===== config.mk =====
export PLATFORM = sky130hd
export DESIGN_NAME = fvst_cordic_stage
export DESIGN_NICKNAME = d
export VERILOG_FILES = /design/src/rtl/fvst_pkg.sv /design/src/rtl/fvst_cordic_stage.sv
export SDC_FILE = /design/constraint.sdc
export NUM_CORES = 1
export LEC_CHECK = 0
export BUFFER_PORTS_ARGS = -buffer_cell sky130_fd_sc_hd__buf_2
export CORE_MARGIN = 2
export CORE_UTILIZATION = 56
export CTS_BUF_LIST = sky130_fd_sc_hd__clkbuf_16
export CTS_CLUSTER_SIZE = 24
export DETAILED_ROUTE_END_ITERATION = 10
export GPL_TIMING_DRIVEN = 0
export PLACE_DENSITY = 0.9
export SYNTH_ARGS = -nofsm -noshare
export SYNTH_HDL_FRONTEND = slang
export SYNTH_SLANG_ARGS = --single-unit

===== constraint.sdc =====
create_clock -name clk -period 1.2 [get_ports clk]
set_clock_uncertainty 0.2 [all_clocks]
set_input_delay 0.06 -clock clk [delete_from_list [all_inputs] [get_ports clk]]
set_output_delay 0.06 -clock clk [all_outputs]
set_load 0.02 [all_outputs]

===== src/rtl/fvst_pkg.sv =====
// Shared types, constants and arctangent table for the field-of-view sector test.
`default_nettype none

package fvst_pkg;

    // Coordinate width is fixed by the item format.
    localparam int unsigned COORD_BITS = 16;
    localparam int unsigned ANGLE_BITS = 13;
    localparam int unsigned QUAD_BITS = 11;
    localparam int unsigned PRE_SHIFT = 24;
    localparam int unsigned TABLE_LEN = 24;
    localparam int unsigned ARCTAN_STAGES_DEF = 16;

    // Rotation datapath: magnitude plus pre-scale plus CORDIC growth plus sign.
    localparam int unsigned XW = COORD_BITS + PRE_SHIFT + 4;
    // Angle accumulator in 1/65536 degree.
    localparam int unsigned ZW = 25;
    localparam int unsigned DW = COORD_BITS + 1;

    localparam logic [ANGLE_BITS-1:0] FULL_CIRCLE = ANGLE_BITS'(5760);
    localparam logic [ANGLE_BITS-1:0] HALF_CIRCLE = ANGLE_BITS'(2880);
    localparam logic [QUAD_BITS-1:0] QUARTER = QUAD_BITS'(1440);
    localparam logic signed [ZW-1:0] Z_MAX = ZW'(90 * 65536);
    localparam logic [ANGLE_BITS-1:0] WIDTH_RESET = ANGLE_BITS'(960);

    localparam int unsigned IN_BYTES = (4 * COORD_BITS + ANGLE_BITS + 7) / 8;
    localparam int unsigned IN_TDATA_W = 8 * IN_BYTES;
    localparam int unsigned OUT_TDATA_W = 8 * ((ANGLE_BITS + 7) / 8);

    // atan(2^-i) in 1/65536 degree, rounded to nearest.
    localparam logic [22:0] ATAN_TAB [TABLE_LEN] = '{
        23'd2949120, 23'd1740967, 23'd919879, 23'd466945,
        23'd234379, 23'd117304, 23'd58666, 23'd29335,
        23'd14668, 23'd7334, 23'd3667, 23'd1833,
        23'd917, 23'd458, 23'd229, 23'd115,
        23'd57, 23'd29, 23'd14, 23'd7,
        23'd4, 23'd2, 23'd1, 23'd0
    };

    // Side information that rides along the rotation stages.
    typedef struct packed {
        logic [ANGLE_BITS-1:0] head;
        logic                  dx_neg;
        logic                  dy_neg;
        logic                  ax_zero;
        logic                  ay_zero;
    } meta_t;

    typedef struct packed {
        logic signed [XW-1:0] x;
        logic signed [XW-1:0] y;
        logic signed [ZW-1:0] z;
        meta_t                meta;
    } cordic_t;

endpackage

`default_nettype wire


===== src/rtl/fvst_cordic_stage.sv =====
// One registered CORDIC vectoring iteration with a fixed shift.
`default_nettype none

module fvst_cordic_stage
    import fvst_pkg::*;
#(
    parameter int unsigned SHIFT = 0
)
(
    input  wire logic    clk,
    input  wire logic    rst_n,
    input  wire logic    en,
    input  wire logic    in_valid,
    input  wire cordic_t in_item,
    output logic         out_valid,
    output cordic_t      out_item
);

    localparam logic signed [ZW-1:0] STEP = ZW'(ATAN_TAB[SHIFT]);

    logic signed [XW-1:0] x_sh;
    logic signed [XW-1:0] y_sh;
    logic                 y_pos;
    cordic_t              item_next;
    cordic_t              item_reg;
    logic                 valid_reg;

    // Arithmetic shifts round toward minus infinity.
    assign x_sh  = $signed(in_item.x) >>> SHIFT;
    assign y_sh  = $signed(in_item.y) >>> SHIFT;
    assign y_pos = !in_item.y[XW-1] && (in_item.y != '0);

    always_comb
    begin
        item_next = in_item;
        if (y_pos)
        begin
            item_next.x = $signed(in_item.x) + y_sh;
            item_next.y = $signed(in_item.y) - x_sh;
            item_next.z = $signed(in_item.z) + STEP;
        end
        else
        begin
            item_next.x = $signed(in_item.x) - y_sh;
            item_next.y = $signed(in_item.y) + x_sh;
            item_next.z = $signed(in_item.z) - STEP;
        end
    end

    always_ff @(posedge clk or negedge rst_n)
    begin
        if (!rst_n)
        begin
            valid_reg <= 1'b0;
        end
        else if (en)
        begin
            valid_reg <= in_valid;
        end
    end

    always_ff @(posedge clk)
    begin
        if (en)
        begin
            item_reg <= item_next;
        end
    end

    assign out_valid = valid_reg;
    assign out_item  = item_reg;

endmodule

`default_nettype wire


==> results.py, run 1 <==
metrics = {
    "outcome": {
        "status": "did not finish",
        "haltStage": "5_1_grt",
        "error": "[ERROR GRT-0232] Routing congestion too high. Check the congestion heatmap in the GUI.",
    },
    "placement": {
        "io_buffers": 264,
        "hpwl_um": 39300,
        "dp.cells": 1982,
        "routabilityCongestion": 1.05,
        "place_area_mm2": 0.0151,
    },
    "die": {
        "die_w_um": 153,
        "start_util_pct": 57.0,
        "ios": 265,
        "die_h_um": 153,
        "rows": 54,
    },
    "synth": {
        "yosysSeqAreaShare_pct": 31.4,
        "avgSynthCellArea_um2": 8.65,
        "synthFlopType": "edfxtp_1",
        "ys_seq_elements": 130,
        "ys_warn_count": 0,
        "synth_top_area_share_pct": 31.2,
        "synth_cells": 1437,
        "async_flop_share_pct": 0.769,
        "yosysTopAreaCell": "edfxtp_1",
        "syn_nets": 1711,
        "synthTopCellsByArea": "edfxtp_1 31%, ha_1 14%, a21oi_1 7.4%",
        "syn_area_mm2": 0.0124,
        "ys_types": 85,
        "synth-edff-count": 129,
    },
    "clock_network": {
        "clockBufferDepth": 2,
        "cts_sinks": 130,
        "cts-buffers-inserted": 17,
        "cts_root_buf": "clkbuf_16",
        "htree_num_levels": 4,
    },
    "global_route": {
        "grt_usage_pct": 80.2,
        "grt_max_degree": 92,
        "gr-total-overflow": 24,
    },
    "sta": {
        "grt-worst-endpoint": "out_item[124]$_DFFE_PP_/D",
        "worstEpCategory": "register data pin",
    },
}
Yosys cell counts, types with 5 or more instances:
library cell	n
a211o_1	5
a211oi_1	18
a21o_1	31
a21oi_1	183
a221oi_1	6
a31oi_1	15
and3_1	7
buf_1	9
buf_2	22
buf_4	8
clkbuf_1	19
edfxtp_1	129
ha_1	136
inv_1	136
mux2i_1	15
nand2_1	89
nand2b_1	10
nand3_1	19
nand4_1	22
nor2_1	101
nor2b_1	19
nor3_1	32
nor4_1	18
o211ai_1	14
o21a_1	21
o21ai_0	93
o21ai_1	5
o21bai_1	33
o22ai_1	9
o31a_1	8
o31ai_1	12
or3_1	10
xnor2_1	87
logic make-up after synthesis:
kind of cell / after synthesis / synth area share, %
XOR/XNOR: 91 / 6.41
flip-flops: 130 / 31.4
AND/OR/NAND/NOR: 358 / 14.2
multiplexers: 16 / 1.30
AO/OA/AOI/OAI: 499 / 25.7
adder cells (fa/ha/maj): 140 / 14.3
buffers and inverters: 203 / 6.71
layer usage:
| metal | track usage [%] | overflow |
|---|---|---|
| met1 | 78.4 | 0 |
| met2 | 93.2 | 11 |
| met3 | 68.4 | 0 |
| met4 | 82.6 | 13 |
| met5 | 48.2 | 0 |
through the flow:
| step | setup WS (ps) | hold slack [ps] | utilization (%) |
|---|---|---|---|
| 3_5_place_dp | -2520 | -357 | 69.0 |
| 3_3_place_gp | -2500 | -366 | 68.9 |
| 2_1_floorplan | -1380 | -436 | - |
| 4_1_cts | -1440 | -153 | 87.0 |
what timing repair did:
action / in CTS
endpoints found under the setup margin: 224
resized for setup: 474
cloned: 5
hold buffers: 39
pin swaps: 193
setup buffers: 112
hold endpoints to repair: 83
==> run 2, diff against run 1 <==
CORE_UTILIZATION = 40   (was 56)
CTS_BUF_LIST = unset   (was sky130_fd_sc_hd__clkbuf_16)
CTS_CLUSTER_SIZE = unset   (was 24)
PLACE_DENSITY = unset   (was 0.9)
PLACE_DENSITY_LB_ADDON = 0.15   (was unset)
==> results.py, run 2 <==
metrics = {
    "flow_run": {
        "max_cap_violations": 0,
    },
    "synth": {
        "synth.top_cells.by_count": "183 x a21oi_1, 136 x ha_1, 136 x inv_1",
        "synth_mux_area_share_pct": 1.30,
        "ys_seq_elements": 130,
        "avgSynthCellArea_um2": 8.65,
        "synth-edff-count": 129,
        "yosysSeqAreaShare_pct": 31.4,
        "syn_nets": 1711,
        "synth_top_area_share_pct": 31.2,
        "async_flop_share_pct": 0.769,
        "synth_compound_area_share_pct": 25.7,
        "synthTopCellsByArea": "edfxtp_1 31%, ha_1 14%, a21oi_1 7.4%",
        "synth_cells": 1437,
        "synthXorXnorAreaFrac_pct": 6.41,
        "ys_types": 85,
        "synth-simple-area-share_pct": 14.2,
        "yosysTopAreaCell": "edfxtp_1",
        "ys_warn_count": 0,
        "synth_top_family_by_area": "compound AO/OA/AOI/OAI gates",
        "synthFlopType": "edfxtp_1",
        "syn_area_mm2": 0.0124,
        "synthAdderAreaFrac_pct": 14.3,
        "yosysMostFrequentCell": "a21oi_1",
    },
    "sta": {
        "relSlewSlack_pct": 51.0,
        "worst-slew-pin-transition_ps": 727,
        "drv_slew": 0,
        "hold_viol": 64,
        "setup_viol": 225,
        "finalCritPeriodShare_pct": 231,
        "fmax_mhz": 360,
        "setup_slack_ps": -1580,
        "grt_setup_unrepaired": "true",
        "fin_crit_ps": 2780,
        "fin_tns_setup_ps": -114230,
        "holdWs_ps": -177,
    },
    "power_and_ir_drop": {
        "vdd_drop_max_mv": 0.966,
        "switching_power_w": 0.00875,
        "p_comb_share_pct": 48.2,
        "swShare_pct": 39.7,
        "p_leak_nw": 8.41,
        "power.internal_w": 0.0133,
        "clockPowerShare_pct": 23.9,
        "pwr-share-seq_pct": 27.9,
        "p_per_area_mw_per_mm2": 1080,
    },
    "critical_path": {
        "cp_top_family": "compound AO/OA/AOI/OAI gates",
        "worstSetupPathType": "input pin to flop",
        "critPathMaxStageDelay_ps": 420,
        "crit_required_ps": 1180,
        "worst_setup_path_end_kind": "flop",
        "cpMaxStageDelayCell": "fa_2",
        "critPathMaxFanout": 4,
        "crit_chain": "buf_12 > ha_4 > inv_4 > fa_2 > nor3_4 > o311ai_4 > a211oi_4 > nand4b_1 > o211ai_1 > buf_4 > a21oi_4 > nor2b_4 > o311ai_2 > xnor2_1",
        "worstSetupStartpointType": "input pin",
        "critPathBufInv": 3,
        "cp.arrival_ps": 2760,
    },
    "drt": {
        "finalWirelength_um": 55400,
        "drc": 0,
        "drtPass1Iterations": 5,
        "routedWlPerCell_um": 23.8,
        "route.vias.total": 13800,
        "vias_per_cell": 5.92,
        "ant_nets": 0,
        "drtIter0Drc": 1269,
    },
    "die": {
        "die_w_um": 180,
        "die_h_um": 180,
        "start_util_pct": 40.7,
        "core_mm2": 0.0306,
        "die_area_mm2": 0.0325,
        "rows": 64,
        "ios": 265,
    },
    "placement": {
        "hpwl_um": 39900,
        "dp_slack_ps": -2740,
        "io_buffers": 264,
        "routabilityCongestion": 0.972,
    },
    "clock_network": {
        "cts_sinks": 130,
        "htree_num_levels": 4,
        "cts-buffers-inserted": 17,
        "cts_tree": "done",
        "hold_buffers": 40,
        "clockBufferDepth": 2,
        "clk_transition_reported_paths_ps": 70,
        "cts_root_buf": "clkbuf_16",
        "insertion_delay_ps": 440,
    },
    "layout": {
        "fin_nets": 2191,
        "layout_commonest_cell": "buf_2",
        "area_growth_pct": 64.1,
        "multi_input_area_mm2": 0.0103,
        "final_cell_mix": "174 x buf_2, 131 x buf_6, 129 x edfxtp_1",
        "n_antenna_cell": 0,
        "largest_register_ffs": 129,
        "nFillCells": 2478,
        "seqCellArea_mm2": 0.00390,
        "drive_gt1_share_pct": 47.0,
    },
    "global_route": {
        "grt_max_degree": 73,
        "grt_pass1_vias": 13000,
        "grt_pass1_wl_um": 79300,
        "gr-total-overflow": 0,
        "grt_usage_pct": 31.7,
        "grt_antenna_before_repair": 0,
    },
    "min_path": {
        "holdCritPathClass": "input pin to flop",
    },
    "outcome": {
        "status": "finished, violations left",
        "failed_checks": "hold timing, setup timing",
    },
}
## run 2: worst paths after layout
path	startpoint	to	slack, ps	cells past startpoint
worst min register to register	out_valid	out_valid	390	1
worst max register to register	out_valid	out_valid	200	1
worst max-delay path	in_item[42]	out_item[124]	-1580	14
worst min-delay path	en	out_item[69]	-180	1
min in group asynchronous	rst_n	out_valid	300	3
max in group asynchronous	rst_n	out_valid	390	3
## run 2: power by group through the flow
stage                     logic [W]  registers (W)  clock network, W
final                        0.0106        0.00615           0.00526
after global routing         0.0111        0.00620           0.00550
after CTS                   0.00903        0.00606           0.00533
after detailed placement    0.00747        0.00614                 0
after global placement      0.00745        0.00616                 0
after floorplan             0.00398        0.00703                 0
## run 2: final cells by class
| type | instances | area share, % |
|---|---|---|
| Multi-Input combinational cell | 1104 | 50.3 |
| Sequential cell | 130 | 19.1 |
| Timing Repair Buffer | 466 | 19.1 |
| Buffer | 55 | 3.40 |
| Inverter | 143 | 2.96 |
| Tap cell | 396 | 2.43 |
| Clock buffer | 17 | 2.08 |
| Clock inverter | 15 | 0.699 |
## run 2: cells by family after synthesis
| kind of cell | Yosys count |
|---|---|
| AO/OA/AOI/OAI | 499 |
| multiplexers | 16 |
| XOR/XNOR | 91 |
| flip-flops | 130 |
| adder cells (fa/ha/maj) | 140 |
| buffers and inverters | 203 |
| AND/OR/NAND/NOR | 358 |
## run 2: layer usage
| metal | vias up | part of all wire, % | track usage [%] |
|---|---|---|---|
| met3 | 117 | 8.2 | 4.24 |
| met2 | 756 | 46 | 50.1 |
| li1 | 6193 | - | - |
| met5 | - | 0 | 0 |
| met4 | 0 | 3.1 | 11.1 |
| met1 | 6693 | 43 | 44.6 |
## run 2: timing repair
| item | in CTS | in global routing |
|---|---|---|
| setup endpoints to repair | 225 | 226 |
| pin swaps | 144 | 122 |
| buffers inserted | 94 | 71 |
| gates resized for setup | 354 | 357 |
| gates cloned | 0 | 7 |
| hold endpoints to repair | 106 | 64 |
## run 2: per-stage QoR
step,power [W],cells,hold WS (ps),util [%],cell area (um2)
after global routing,0.0228,2326,-161,66.7,20400
final,0.0220,2326,-177,66.7,20400
after CTS,0.0204,2257,-186,60.2,18400
after detailed placement,0.0136,2098,-363,49.7,15200
after floorplan,0.0110,1437,-436,-,13400
after global placement,0.0136,2097,-366,49.6,15200
Note: power is estimated with default switching activity, not from simulation.
==> run 3, diff against run 2 <==
clock period = 3.57 ns   (was 1.2 ns; I/O delays follow)
==> results.py, run 3 (synthesis results as in run 2) <==
metrics = {
    "outcome": {
        "status": "completed",
    },
    "layout": {
        "final_cell_mix": "286 x buf_2, 183 x a21oi_1, 136 x inv_1, 136 x ha_1, 129 x edfxtp_1",
        "n_antenna_cell": 0,
        "layout_commonest_cell": "buf_2",
        "largest_register_ffs": 129,
        "area_growth_pct": 24.1,
        "fin_nets": 2037,
        "stdcell_count": 2172,
        "fin_area_mm2": 0.0154,
        "drive_gt1_share_pct": 21.5,
    },
    "critical_path": {
        "critPathMaxStageDelay_ps": 680,
        "worstSetupPathType": "input pin to flop",
        "crit_required_ps": 3570,
        "path_common_cell": "buf_2",
        "crit_chain": "buf_2 > nor4_1 > nand4_1 > nor3_1 > nor2_2 > inv_1 > buf_2 > buf_1 > o2111ai_1 > o21ai_0 > xnor2_1",
        "r2r_cells": 1,
        "cp.arrival_ps": 3530,
        "critPathMaxFanout": 11,
        "cpMaxStageDelayCell": "buf_1",
        "worstSetupStartpointType": "input pin",
        "worst_setup_path_end_kind": "flop",
    },
    "global_route": {
        "grt_pass1_vias": 12200,
        "grt_max_degree": 76,
        "grt_antenna_before_repair": 1,
        "grt_pass1_wl_um": 73800,
        "grt_usage_pct": 29.8,
        "gr-total-overflow": 0,
    },
    "die": {
        "ios": 265,
        "die_h_um": 180,
        "die_area_mm2": 0.0325,
        "core_mm2": 0.0306,
        "start_util_pct": 40.7,
        "rows": 64,
        "die_w_um": 180,
    },
    "placement": {
        "place_area_mm2": 0.0143,
        "dp.cells": 2098,
        "routabilityCongestion": 0.984,
        "hpwl_um": 39300,
        "dp_slack_ps": -1420,
        "io_buffers": 264,
    },
    "drt": {
        "drtPass1Iterations": 5,
        "finalWirelength_um": 49600,
        "routedWlPerCell_um": 22.8,
        "vias_per_cell": 5.77,
        "route.vias.total": 12500,
        "drc": 0,
        "ant_nets": 0,
        "drtIter0Drc": 1250,
    },
    "power_and_ir_drop": {
        "p_leak_nw": 6.72,
        "vdd_drop_max_mv": 0.317,
        "p_per_area_mw_per_mm2": 417,
        "power.total_w": 0.00643,
    },
    "clock_network": {
        "cts-buffers-inserted": 17,
        "clk_transition_reported_paths_ps": 60,
        "cts_tree": "done",
        "clockBufferDepth": 2,
        "htree_num_levels": 4,
        "insertion_delay_ps": 440,
        "cts_root_buf": "clkbuf_16",
        "cts_sinks": 130,
    },
    "flow_run": {
        "max_cap_violations": 0,
    },
    "min_path": {
        "hold_depth": 3,
        "holdCritPathClass": "input pin to flop",
    },
    "sta": {
        "grt_setup_unrepaired": "true",
        "hold_viol": 0,
        "finalCritPeriodShare_pct": 98.9,
        "fin_crit_ps": 3530,
        "fmax_mhz": 283,
        "worst-slew-pin-transition_ps": 1210,
        "setup_slack_ps": 40.1,
        "drv_slew": 0,
        "fin_tns_setup_ps": 0,
        "setup_viol": 0,
        "relSlewSlack_pct": 19.4,
    },
}
-- run 3: changes by cell type in the layout (fill, tap and decap cells not counted), sizes merged --
cell         delta
buf           -153
bufinv          +4
clkbuf          -4
clkinv          +1
clkinvlp        -5
dlygate4sd3     +3
-- run 3: final cells by class --
type                       count  area (um2)
tap                          396         495
clock buffer                  17         425
fill                        3005       15200
sequential                   130        3900
timing repair buffer         308        1790
multi-input combinational   1104        7770
buffer                        59         303
inverter                     143         537
clock inverter                15         220
-- run 3: worst max-delay path: cells and delay by family --
kind | cells | cell delay [ps]
xor gates and xnor gates | 1 | 110
buffers and inverters | 4 | 1490
and+or+nand+nor | 4 | 1130
AOI/OAI and AO/OA | 2 | 620
-- run 3: what timing repair did --
item	CTS	global route
gates resized for setup	14	6
endpoints found under the hold margin	55	0
buffers inserted	0	0
hold buffers	43	0
setup endpoints to repair	8	12
-- run 3: routing by layer --
layer,track usage [%],vias up,share of wire (%)
li1,-,5867,-
met1,40.1,5899,43
met2,47.2,671,45
met3,5.90,98,8.7
met4,11.6,2,3.5
met5,0.148,-,0.022
-- run 3: metrics by stage --
step | util, % | hold slack, ps
floorplan | - | -317
global placement | 46.6 | -247
detailed placement | 46.7 | -238
CTS | 50.4 | 6.88
global route | 50.4 | 31.9
finish | 50.4 | 17.6
-- run 3: worst paths after layout --
kind,from,endpoint,slack [ps]
setup reg to reg,out_valid,out_valid,2610
min in group asynchronous,rst_n,out_valid,380
hold reg to reg,out_valid,out_valid,330
hold / removal,in_item[41],out_item[41],20
setup / recovery,in_item[47],out_item[100],40
max in group asynchronous,rst_n,out_valid,2680
-- run 3: power by group --
part           switching (W)  internal (W)
Clock               0.000781       0.00119
Sequential         0.0000545       0.00198
Combinational        0.00160      0.000832
Total                0.00244       0.00400
